File: src/sv/aligned_bitmap_run_allocator_defines.svh
// ----------------------------------------------------------------------------
// Assertion macros for the aligned bitmap run allocator
// Clocked assertions that drop out of synthesis builds.
// ----------------------------------------------------------------------------
`ifndef ALIGNED_BITMAP_RUN_ALLOCATOR_DEFINES_SVH
`define ALIGNED_BITMAP_RUN_ALLOCATOR_DEFINES_SVH
`ifndef SYNTH
`define ABRA_ASSERT(label, clk, rst_n, prop, msg) \
	label: assert property (@(posedge clk) disable iff (!rst_n) (prop)) else $error(msg);
`define ABRA_NEVER(label, clk, rst_n, expr, msg) \
	label: assert property (@(posedge clk) disable iff (!rst_n) !(expr)) else $error(msg);
`else
`define ABRA_ASSERT(label, clk, rst_n, prop, msg)
`define ABRA_NEVER(label, clk, rst_n, expr, msg)
`endif
`endif

File: src/sv/abra_pkg.sv
// ----------------------------------------------------------------------------
// abra_pkg
// Shared types, status codes and defaults of the bitmap run allocator.
// ----------------------------------------------------------------------------
`default_nettype none
package abra_pkg;
	localparam int MAP_UNITS_DEF = 1024;
	localparam int WORD_BITS_DEF = 32;

	localparam logic       MODE_ALLOC   = 1'b0;
	localparam logic       MODE_FREE    = 1'b1;
	localparam logic [1:0] ST_OK        = 2'd0;
	localparam logic [1:0] ST_NO_SPACE  = 2'd1;
	localparam logic [1:0] ST_BAD_REQ   = 2'd2;
	localparam logic [1:0] ST_NOT_ALLOC = 2'd3;

	typedef struct packed {
		logic        mode;
		logic [10:0] run_length;
		logic [9:0]  alignment;
		logic [9:0]  free_offset;
	} req_t;

	typedef struct packed {
		logic [9:0]  run_offset;
		logic [1:0]  status;
		logic [10:0] units_used;
	} rsp_t;
endpackage
`default_nettype wire

File: src/sv/abra_mem.sv
// ----------------------------------------------------------------------------
// abra_mem
// Bitmap word memory, one read and one write port, registered read data.
// Per-word valid flags make unwritten words read as clear.
// ----------------------------------------------------------------------------
`default_nettype none
module abra_mem #(
	parameter int MAP_UNITS = abra_pkg::MAP_UNITS_DEF,
	parameter int WORD_BITS = abra_pkg::WORD_BITS_DEF,
	localparam int WORD_COUNT = (MAP_UNITS + WORD_BITS - 1) / WORD_BITS,
	localparam int WIW = (WORD_COUNT > 1) ? $clog2(WORD_COUNT) : 1
) (
	input  wire logic                 clk,
	input  wire logic                 arst_n,
	input  wire logic                 rd_en,
	input  wire logic [WIW-1:0]       rd_addr,
	output logic      [WORD_BITS-1:0] rd_data,
	input  wire logic                 wr_en,
	input  wire logic [WIW-1:0]       wr_addr,
	input  wire logic [WORD_BITS-1:0] wr_data
);
	logic [WORD_BITS-1:0] mem [WORD_COUNT];
	logic [WORD_COUNT-1:0] vld_q;
	logic [WORD_BITS-1:0] rdata_q;
	logic                 rvld_q;

	always_ff @(posedge clk) begin
		if (wr_en) begin
			mem[wr_addr] <= wr_data;
		end
		if (rd_en) begin
			rdata_q <= mem[rd_addr];
		end
	end

	always_ff @(posedge clk or negedge arst_n) begin
		if (!arst_n) begin
			vld_q  <= '0;
			rvld_q <= 1'b0;
		end else begin
			if (wr_en) begin
				vld_q[wr_addr] <= 1'b1;
			end
			if (rd_en) begin
				rvld_q <= vld_q[rd_addr];
			end
		end
	end

	assign rd_data = rvld_q ? rdata_q : '0;
endmodule
`default_nettype wire

File: src/sv/abra_engine.sv
// ----------------------------------------------------------------------------
// abra_engine
// Request sequencer: walks the bitmap unit by unit through a one-word cache
// that fronts the memory, writes modified words straight back.
// ----------------------------------------------------------------------------
`default_nettype none
`include "aligned_bitmap_run_allocator_defines.svh"
module abra_engine #(
	parameter int MAP_UNITS = abra_pkg::MAP_UNITS_DEF,
	parameter int WORD_BITS = abra_pkg::WORD_BITS_DEF,
	localparam int WORD_COUNT = (MAP_UNITS + WORD_BITS - 1) / WORD_BITS,
	localparam int WIW = (WORD_COUNT > 1) ? $clog2(WORD_COUNT) : 1,
	localparam int BIW = (WORD_BITS > 1) ? $clog2(WORD_BITS) : 1,
	localparam int SW = ($clog2(MAP_UNITS) + 3 > 12) ? $clog2(MAP_UNITS) + 3 : 12
) (
	input  wire logic                 clk,
	input  wire logic                 arst_n,
	input  wire logic                 in_valid,
	output logic                      in_ready,
	input  wire abra_pkg::req_t       req,
	input  wire logic [SW-1:0]        size,
	output logic                      res_valid,
	input  wire logic                 res_ready,
	output abra_pkg::rsp_t            res,
	output logic                      rd_en,
	output logic      [WIW-1:0]       rd_addr,
	input  wire logic [WORD_BITS-1:0] rd_data,
	output logic                      wr_en,
	output logic      [WIW-1:0]       wr_addr,
	output logic      [WORD_BITS-1:0] wr_data
);
	localparam logic [3:0] S_IDLE  = 4'd0;
	localparam logic [3:0] S_SCAN  = 4'd1;
	localparam logic [3:0] S_ADV   = 4'd2;
	localparam logic [3:0] S_CHK   = 4'd3;
	localparam logic [3:0] S_SET   = 4'd4;
	localparam logic [3:0] S_FCHK  = 4'd5;
	localparam logic [3:0] S_FCLR  = 4'd6;
	localparam logic [3:0] S_MISS  = 4'd7;
	localparam logic [3:0] S_DONE  = 4'd8;

	logic [3:0]           state_q, ret_q;
	logic [SW-1:0]        off_q, nxt_q, cnt_q, i_q, len_q, mask_q, ss_q, used_q;
	logic [WORD_BITS-1:0] cache_q;
	logic [WIW-1:0]       cidx_q, midx_q;
	logic                 cv_q;
	logic [9:0]           roff_q;
	logic [1:0]           rst_q;

	logic [SW-1:0]        u;
	logic [WIW-1:0]       u_w;
	logic [BIW-1:0]       u_b;
	logic                 hit, bitv, need_acc, miss;
	logic [9:0]           align1, mask10;
	logic [SW-1:0]        len_in, foff_in, ss_eff, off0;
	logic                 bad_a, bad_f;
	logic [SW-1:0]        n2, c2, o2;
	logic                 oos, wrapf;

	always_comb begin
		unique case (state_q)
			S_SCAN:  u = nxt_q;
			default: u = off_q + i_q;
		endcase
		u_w = WIW'(u / WORD_BITS);
		u_b = BIW'(u % WORD_BITS);
		hit = cv_q && (cidx_q == u_w);
		bitv = cache_q[u_b];
		unique case (state_q) inside
			S_SCAN:                         need_acc = nxt_q < size;
			S_CHK, S_SET, S_FCHK, S_FCLR:   need_acc = i_q != len_q;
			default:                        need_acc = 1'b0;
		endcase
		miss = need_acc && !hit;
		rd_en = miss;
		rd_addr = u_w;
		wr_en = need_acc && hit && (state_q == S_SET || state_q == S_FCLR);
		wr_addr = u_w;
		wr_data = cache_q;
		wr_data[u_b] = (state_q == S_SET);

		align1 = (req.alignment == 10'd0) ? 10'd1 : req.alignment;
		mask10 = align1 - 10'd1;
		len_in = SW'(req.run_length);
		foff_in = SW'(req.free_offset);
		bad_a = ((align1 & mask10) != 10'd0) || (SW'(align1) >= size) ||
			(len_in == '0) || (len_in > size);
		bad_f = (len_in == '0) || (foff_in + len_in > size) || (len_in > used_q);
		ss_eff = (ss_q >= size) ? '0 : ss_q;
		off0 = ss_eff & ~SW'(mask10);

		n2 = (nxt_q + mask_q) & ~mask_q;
		c2 = cnt_q + n2 - off_q;
		o2 = (n2 >= size) ? '0 : n2;
		oos = c2 + len_q > size;
		wrapf = o2 + len_q > size;
	end

	assign in_ready = (state_q == S_IDLE);
	assign res_valid = (state_q == S_DONE);
	assign res.run_offset = roff_q;
	assign res.status = rst_q;
	assign res.units_used = used_q[10:0];

	always_ff @(posedge clk or negedge arst_n) begin
		if (!arst_n) begin
			state_q <= S_IDLE;
			ret_q   <= S_IDLE;
			ss_q    <= '0;
			used_q  <= '0;
			cv_q    <= 1'b0;
		end else begin
			unique case (state_q) inside
				S_IDLE: begin
					if (in_valid) begin
						len_q <= len_in;
						i_q   <= '0;
						roff_q <= '0;
						if (req.mode == abra_pkg::MODE_ALLOC) begin
							mask_q <= SW'(mask10);
							off_q <= off0;
							nxt_q <= off0;
							cnt_q <= '0;
							if (bad_a) begin
								rst_q <= abra_pkg::ST_BAD_REQ;
								state_q <= S_DONE;
							end else begin
								state_q <= S_SCAN;
							end
						end else begin
							off_q <= foff_in;
							if (bad_f) begin
								rst_q <= abra_pkg::ST_BAD_REQ;
								state_q <= S_DONE;
							end else begin
								state_q <= S_FCHK;
							end
						end
					end
				end
				S_SCAN: begin
					if (miss) begin
						ret_q <= state_q;
						midx_q <= u_w;
						state_q <= S_MISS;
					end else if (need_acc && bitv) begin
						nxt_q <= nxt_q + 1'b1;
					end else begin
						state_q <= S_ADV;
					end
				end
				S_ADV: begin
					cnt_q <= c2;
					off_q <= o2;
					i_q <= '0;
					if (oos) begin
						rst_q <= abra_pkg::ST_NO_SPACE;
						state_q <= S_DONE;
					end else if (wrapf) begin
						cnt_q <= c2 + size - o2;
						off_q <= '0;
						nxt_q <= '0;
						state_q <= S_SCAN;
					end else begin
						state_q <= S_CHK;
					end
				end
				S_CHK: begin
					if (!need_acc) begin
						i_q <= '0;
						state_q <= S_SET;
					end else if (miss) begin
						ret_q <= state_q;
						midx_q <= u_w;
						state_q <= S_MISS;
					end else if (!bitv) begin
						i_q <= i_q + 1'b1;
					end else begin
						cnt_q <= cnt_q + i_q + 1'b1;
						if (off_q + i_q + 1'b1 >= size) begin
							off_q <= '0;
							nxt_q <= '0;
						end else begin
							off_q <= off_q + i_q + 1'b1;
							nxt_q <= off_q + i_q + 1'b1;
						end
						state_q <= S_SCAN;
					end
				end
				S_SET, S_FCLR: begin
					if (!need_acc) begin
						rst_q <= abra_pkg::ST_OK;
						if (state_q == S_SET) begin
							roff_q <= off_q[9:0];
							ss_q <= (off_q + len_q >= size) ? '0 : off_q + len_q;
							used_q <= used_q + len_q;
						end else begin
							used_q <= used_q - len_q;
						end
						state_q <= S_DONE;
					end else if (miss) begin
						ret_q <= state_q;
						midx_q <= u_w;
						state_q <= S_MISS;
					end else begin
						cache_q <= wr_data;
						i_q <= i_q + 1'b1;
					end
				end
				S_FCHK: begin
					if (!need_acc) begin
						i_q <= '0;
						state_q <= S_FCLR;
					end else if (miss) begin
						ret_q <= state_q;
						midx_q <= u_w;
						state_q <= S_MISS;
					end else if (!bitv) begin
						rst_q <= abra_pkg::ST_NOT_ALLOC;
						state_q <= S_DONE;
					end else begin
						i_q <= i_q + 1'b1;
					end
				end
				S_MISS: begin
					cache_q <= rd_data;
					cidx_q <= midx_q;
					cv_q <= 1'b1;
					state_q <= ret_q;
				end
				S_DONE: begin
					if (res_ready) begin
						state_q <= S_IDLE;
					end
				end
				default: begin
					state_q <= S_IDLE;
				end
			endcase
		end
	end

	`ABRA_ASSERT(a_miss_from_walk, clk, arst_n, (state_q == S_MISS) |-> ($past(state_q) != S_IDLE && $past(state_q) != S_MISS), "miss entered from idle or miss")
	`ABRA_ASSERT(a_write_states, clk, arst_n, wr_en |-> (state_q == S_SET || state_q == S_FCLR), "bitmap write outside set or clear")
	`ABRA_ASSERT(a_fill_valid, clk, arst_n, (state_q == S_MISS) |=> (cv_q && cidx_q == $past(midx_q)), "cache not filled after miss")
endmodule
`default_nettype wire

File: src/sv/aligned_bitmap_run_allocator.sv
// Sequence: an allocate scans for a clear unit from the rotating start, aligns the candidate,
// checks the run unit by unit and then sets it, moving on past any set unit; a free checks the
// run and then clears it; each bitmap word fetched into the one-word cache adds a miss state.
// Throughput: one request at a time; the engine takes the next request only after the result
// has left the engine. Reset (arst_n low): bitmap reads clear, rotating start 0, used count 0,
// map_size MAP_UNITS capped at 2047.
// ----------------------------------------------------------------------------
// aligned_bitmap_run_allocator
// Next-fit aligned run allocator over a bitmap of allocation units.
// ----------------------------------------------------------------------------
`default_nettype none
module aligned_bitmap_run_allocator #(
	parameter int MAP_UNITS = abra_pkg::MAP_UNITS_DEF,
	parameter int WORD_BITS = abra_pkg::WORD_BITS_DEF
) (
	input  wire logic           clk,
	input  wire logic           arst_n,
	input  wire logic           in_valid,
	output logic                in_ready,
	input  wire abra_pkg::req_t in_data,
	output logic                out_valid,
	input  wire logic           out_ready,
	output abra_pkg::rsp_t      out_data,
	input  wire logic           cfg_valid,
	output logic                cfg_ready,
	input  wire logic [10:0]    cfg_data
);
	localparam int WORD_COUNT = (MAP_UNITS + WORD_BITS - 1) / WORD_BITS;
	localparam int WIW = (WORD_COUNT > 1) ? $clog2(WORD_COUNT) : 1;
	localparam int SW = ($clog2(MAP_UNITS) + 3 > 12) ? $clog2(MAP_UNITS) + 3 : 12;
	localparam logic [10:0] SIZE_RST = (MAP_UNITS > 2047) ? 11'd2047 : 11'(MAP_UNITS);

	logic [10:0]          map_size_q;
	logic [SW-1:0]        size;
	logic                 out_v_q;
	abra_pkg::rsp_t       out_q;
	logic                 res_valid, res_ready;
	abra_pkg::rsp_t       res;
	logic                 rd_en, wr_en;
	logic [WIW-1:0]       rd_addr, wr_addr;
	logic [WORD_BITS-1:0] rd_data, wr_data;

	// Register writes are always taken; hold the size in use.
	assign cfg_ready = 1'b1;
	always_ff @(posedge clk or negedge arst_n) begin
		if (!arst_n) begin
			map_size_q <= SIZE_RST;
		end else if (cfg_valid) begin
			map_size_q <= cfg_data;
		end
	end

	// Saturate the programmed size at the map depth.
	assign size = (SW'(map_size_q) > SW'(MAP_UNITS)) ? SW'(MAP_UNITS) : SW'(map_size_q);

	// Output register: drop the finished result here so the engine can take
	// the next request while the consumer stalls.
	assign res_ready = !out_v_q || out_ready;
	always_ff @(posedge clk or negedge arst_n) begin
		if (!arst_n) begin
			out_v_q <= 1'b0;
		end else if (res_ready) begin
			out_v_q <= res_valid;
		end
	end
	always_ff @(posedge clk) begin
		if (res_ready && res_valid) begin
			out_q <= res;
		end
	end
	assign out_valid = out_v_q;
	assign out_data = out_q;

	abra_engine #(.MAP_UNITS(MAP_UNITS), .WORD_BITS(WORD_BITS)) u_engine (
		.clk, .arst_n,
		.in_valid, .in_ready, .req(in_data), .size,
		.res_valid, .res_ready, .res,
		.rd_en, .rd_addr, .rd_data, .wr_en, .wr_addr, .wr_data
	);

	abra_mem #(.MAP_UNITS(MAP_UNITS), .WORD_BITS(WORD_BITS)) u_mem (
		.clk, .arst_n,
		.rd_en, .rd_addr, .rd_data, .wr_en, .wr_addr, .wr_data
	);
endmodule
`default_nettype wire

File: config.mk
export PLATFORM = sky130hd
export DESIGN_NAME = aligned_bitmap_run_allocator
export DESIGN_NICKNAME = d
export VERILOG_FILES = /design/src/sv/abra_pkg.sv /design/src/sv/abra_mem.sv /design/src/sv/abra_engine.sv /design/src/sv/aligned_bitmap_run_allocator.sv
export VERILOG_INCLUDE_DIRS = /design/src /design/src/sv
export SDC_FILE = /design/constraint.sdc
export NUM_CORES = 2
export LEC_CHECK = 0
export BUFFER_PORTS_ARGS = -buffer_cell sky130_fd_sc_hd__buf_4
export CAP_MARGIN = 20
export CORE_ASPECT_RATIO = 1.25
export CORE_MARGIN = 3
export CORE_UTILIZATION = 35
export CTS_CLUSTER_DIAMETER = 150
export CTS_CLUSTER_SIZE = 14
export DETAILED_ROUTE_END_ITERATION = 10
export MAX_ROUTING_LAYER = met4
export PLACE_DENSITY = 0.51
export SLEW_MARGIN = 10
export SYNTH_ARGS = -nofsm -noshare
export SYNTH_HDL_FRONTEND = slang
export SYNTH_SLANG_ARGS = --single-unit
File: constraint.sdc
create_clock -name clk -period 10.75 [get_ports clk]
set_input_delay 0.5375 -clock clk [delete_from_list [all_inputs] [get_ports clk]]
set_output_delay 0.5375 -clock clk [all_outputs]
set_load 0.1 [all_outputs]
==> key figures <==
Timing
  • Total negative slack: 0 ns
  • Minimum clock period: 9.461 ns
  • Relative slew slack: 22.68%
  • RSZ-0062 raised after global routing: no
  • Fmax: 105.7 MHz
  • Skew final: 0.03902 ns
  • Slew @ Worst Pin: 1.156 ns
  • Fin. Hold Viols: 0
  • Final setup viols: 0
  • Period utilisation layout: 88.01%
  • Slew Viols, Final: 0

Yosys
  • Asr flop ratio synth: 6.221%
  • Most common cell in the netlist: nand2_1
  • Mean post-synth cell area: 11.80 um2
  • Top post-synthesis cells by area: edfxtp_1 (59%), nand2_1 (7.6%), ha_1 (5.1%)
  • Share of the synthesized area in the top cell type: 59.38%
  • Area leader, netlist: edfxtp_1
  • Top_reg_cell synth: edfxtp_1
  • Syn Inst Count: 5168
  • Post-synth EDFFs: 1206
  • Cell variety after synth: 107
  • Register bit total from synthesis: 1286
  • Most frequent cells after synthesis: nand2_1 (1231), edfxtp_1 (1206), nand3_1 (362)
  • Netlist Area Pre-Place: 0.06098 mm2
  • Syn. warnings: 0
  • Post-synthesis sequential area ratio: 62.67%

CTS
  • Clock Path Buffers: 3
  • Number of H-tree levels: 3
  • Clk slew on worst S/H paths: 0.09 ns
  • CTS tree: yes
  • CTS buffer count: 101
  • Sink Count: 1286
  • Clk root buf: clkbuf_16
  • Resized Gates After CTS: 0
  • Clk Latency, worst-skew pair: 0.75 ns

Power
  • Sequential Power Share: 29.7%
  • Overall Power: 20.82 mW
  • VDD IR-drop max: 0.3118 mV
  • Sw power: 9.613 mW
  • Pwr Density: 305.2 mW/mm2
  • P_int: 11.20 mW
  • P_leak: 24.49 nW
  • Comb power frac: 53.5%
  • Sw Ratio: 46.18%
  • Clock power frac: 16.8%

Hold path
  • Min-Delay Path Depth: 1
  • Hold/Removal Path Class: in2reg
  • Worst hold start: in_data[24]
  • Hold endpoint: u_engine.len_q[4]$_DFFE_PP_

Setup path
  • CP Data Arrival Time: 9.88 ns
  • Highest-delay cell along the critical path: nand4b_1
  • Most frequent CP cell: a21oi_1
  • Reg-to-reg endpoint: u_engine.nxt_q[6]$_DFFE_PP_
  • CP Max Fanout: 15
  • R2R Setup Slk: 1.29 ns
  • Crit end category: flip-flop
  • Startpoint Class: flip-flop
  • Worst Path Required: 11.16 ns
  • Setup CP Type: reg2reg
  • CP max stage delay: 0.62 ns
  • Reg-to-Reg Start: u_engine.nxt_q[0]$_DFFE_PP_
  • R2R cell count: 33

Routing
  • Post-route DRC: 0
  • First drt pass iteration count: 8
  • DR vias: 42.32k
  • Drt via density: 5.575
  • Drt total wl: 206.7 mm
  • Initial DRC Count: 4065
  • WL per Instance: 27.23 um
  • Antenna viol nets, final: 0

Global routing
  • Initial antenna violation count: 1
  • First-pass GRT wire length: 295.7 mm
  • Largest net degree at the start of global routing: 152
  • Remaining global-route overflow: 0
  • Vias in the first global route: 40.73k
  • Gr usage total: 23.34%

Layout
  • Fin nets: 5554
  • Antenna diodes: 0
  • Layout cells sized above 1: 9.319%
  • Area Overhead vs Synth: 11.83%

Floorplanning
  • Die height: 472.7 um
  • Die Wd: 379.4 um
  • Cell Rows: 170
  • Die area: 0.1793 mm2
  • Initial Util: 35.35%
  • Core area: 0.1725 mm2
  • I/O pins: 74

Placed design
  • GPL Wtd Cong: 0.9527
  • Post-DP HPWL: 125.5 mm
  • Port Buffer Count: 72

Run
  • Total of max-cap violations: 0

Status
  • Status: finished, final reports clean
routing by layer:
layer | part of all wire (%) | vias to the layer above | global-route usage, %
met2 | 49 | 1444 | 38.65
met1 | 41 | 21370 | 28.92
met3 | 5.2 | 376 | 2.875
met5 | 0 | - | -
li1 | - | 19130 | -
met4 | 4.6 | 0 | 9.677
logic make-up (layout without fill, tap and decap cells):
kind of cell / after synthesis / in the layout / synth area share [%]
mux: 47 / 47 / 1.026
buf+inv: 392 / 491 / 2.583
compound gates: 784 / 784 / 9.034
flops: 1286 / 1286 / 62.67
other cells: 2 / 4 / 0.01231
xor+xnor: 161 / 161 / 2.359
simple gates: 2219 / 2219 / 16.29
fa+ha+maj: 277 / 277 / 6.028
sequential cells by signal (all words and copies together), names as in the netlist:
| signal | cells |
|---|---|
| out_data | 23 |
| u_mem.rdata_q | 32 |
| u_engine.cidx_q | 5 |
| u_engine.roff_q | 10 |
| u_mem.rvld_q | 1 |
| u_engine.ret_q | 4 |
| u_engine.midx_q | 5 |
| u_engine.cache_q | 32 |
| map_size_q | 11 |
| u_engine.mask_q | 10 |
| u_engine.state_q | 4 |
| u_engine.i_q | 13 |
| u_engine.len_q | 11 |
| u_mem.vld_q | 32 |
| out_valid | 1 |
| u_engine.cv_q | 1 |
| u_engine.off_q | 13 |
| u_mem.mem | 1024 |
| u_engine.used_q | 13 |
| u_engine.ss_q | 13 |
| u_engine.nxt_q | 13 |
| u_engine.rst_q | 2 |
| u_engine.cnt_q | 13 |
worst max-delay path by stage:
stage | from | endpoint | slack, ns | cells past startpoint
final | u_engine.nxt_q[0]$_DFFE_PP_ | u_engine.nxt_q[6]$_DFFE_PP_ | 1.29 | 33
after global routing | u_engine.nxt_q[0]$_DFFE_PP_ | u_engine.nxt_q[6]$_DFFE_PP_ | 0.60 | 33
after CTS | u_engine.nxt_q[0]$_DFFE_PP_ | u_engine.nxt_q[6]$_DFFE_PP_ | 1.34 | 33
after detailed placement | u_engine.nxt_q[0]$_DFFE_PP_ | u_engine.nxt_q[11]$_DFFE_PP_ | 1.38 | 33
after global placement | u_engine.nxt_q[0]$_DFFE_PP_ | u_engine.nxt_q[11]$_DFFE_PP_ | 1.24 | 33
after floorplan | u_engine.nxt_q[0]$_DFFE_PP_ | u_engine.nxt_q[0]$_DFFE_PP_ | 3.12 | 34
worst max-delay path, delay by kind of cell (launching register included):
family	cells	cell delay, ns
buffers and inverters	2	0.35
and+or+nand+nor	12	3.37
DFF	1	0.56
muxes	1	0.22
xor gates and xnor gates	1	0.09
adders and majority gates	4	1.34
AOI/OAI and AO/OA	13	3.18
power groups by stage:
stage	Clock [mW]	Sequential, mW	Combinational [mW]
2_1_floorplan	0	6.36	7.23
3_3_place_gp	0	6.29	11.0
3_5_place_dp	0	6.29	11.1
4_1_cts	3.59	6.19	11.1
5_1_grt	3.77	6.19	12.1
6_report	3.50	6.18	11.1
what timing repair did:
action                    CTS  global route
hold endpoints to repair   21             0
hold buffers               11             0
buffers inserted            0             0
metrics by stage:
stage | std cells | hold slack [ns] | setup slack, ns | utilization [%] | instance area [um2]
2_1_floorplan | 5170 | 0.2419 | 3.117 | - | 60990
3_3_place_gp | 7415 | 0.4012 | 1.238 | 37.67 | 64990
3_5_place_dp | 7421 | 0.4045 | 1.378 | 37.72 | 65070
4_1_cts | 7575 | 0.00005940 | 1.336 | 39.38 | 67940
5_1_grt | 7591 | 0.03155 | 0.5980 | 39.54 | 68200
6_report | 7591 | 0.05005 | 1.289 | 39.54 | 68200
layout make-up:
class	count	area, um2
Timing Repair Buffer	225	1948
Inverter	123	476.7
Fill cell	16370	104300
Sequential cell	1286	38220
Clock buffer	139	2701
Multi-Input combinational cell	3492	21900
Tap cell	2322	2905
Clock inverter	4	53.80
cells in the final DEF, fill, tap and decap left out, drive strengths merged, types with 25 or more instances in the layout:
cell type  synthesis  routed
xnor2            106     106
clkbuf           209     139
ha               249     249
nor2b             38      38
a211oi            35      35
a21o              39      39
or2               41      41
and2              36      36
nor2             197     197
inv              121     124
o21ai            124     124
o31ai             30      30
a32oi            116     116
a21oi            122     122
or3               27      27
and3             133     133
xor2              53      53
edfxtp          1206    1206
dfrtp             79      79
buf               60     214
a31oi            132     132
a221o             25      25
nand3            362     362
nor3              42      42
fa                28      28
nand4             51      51
nand2           1231    1231
Power figures use the tool's default switching activity.
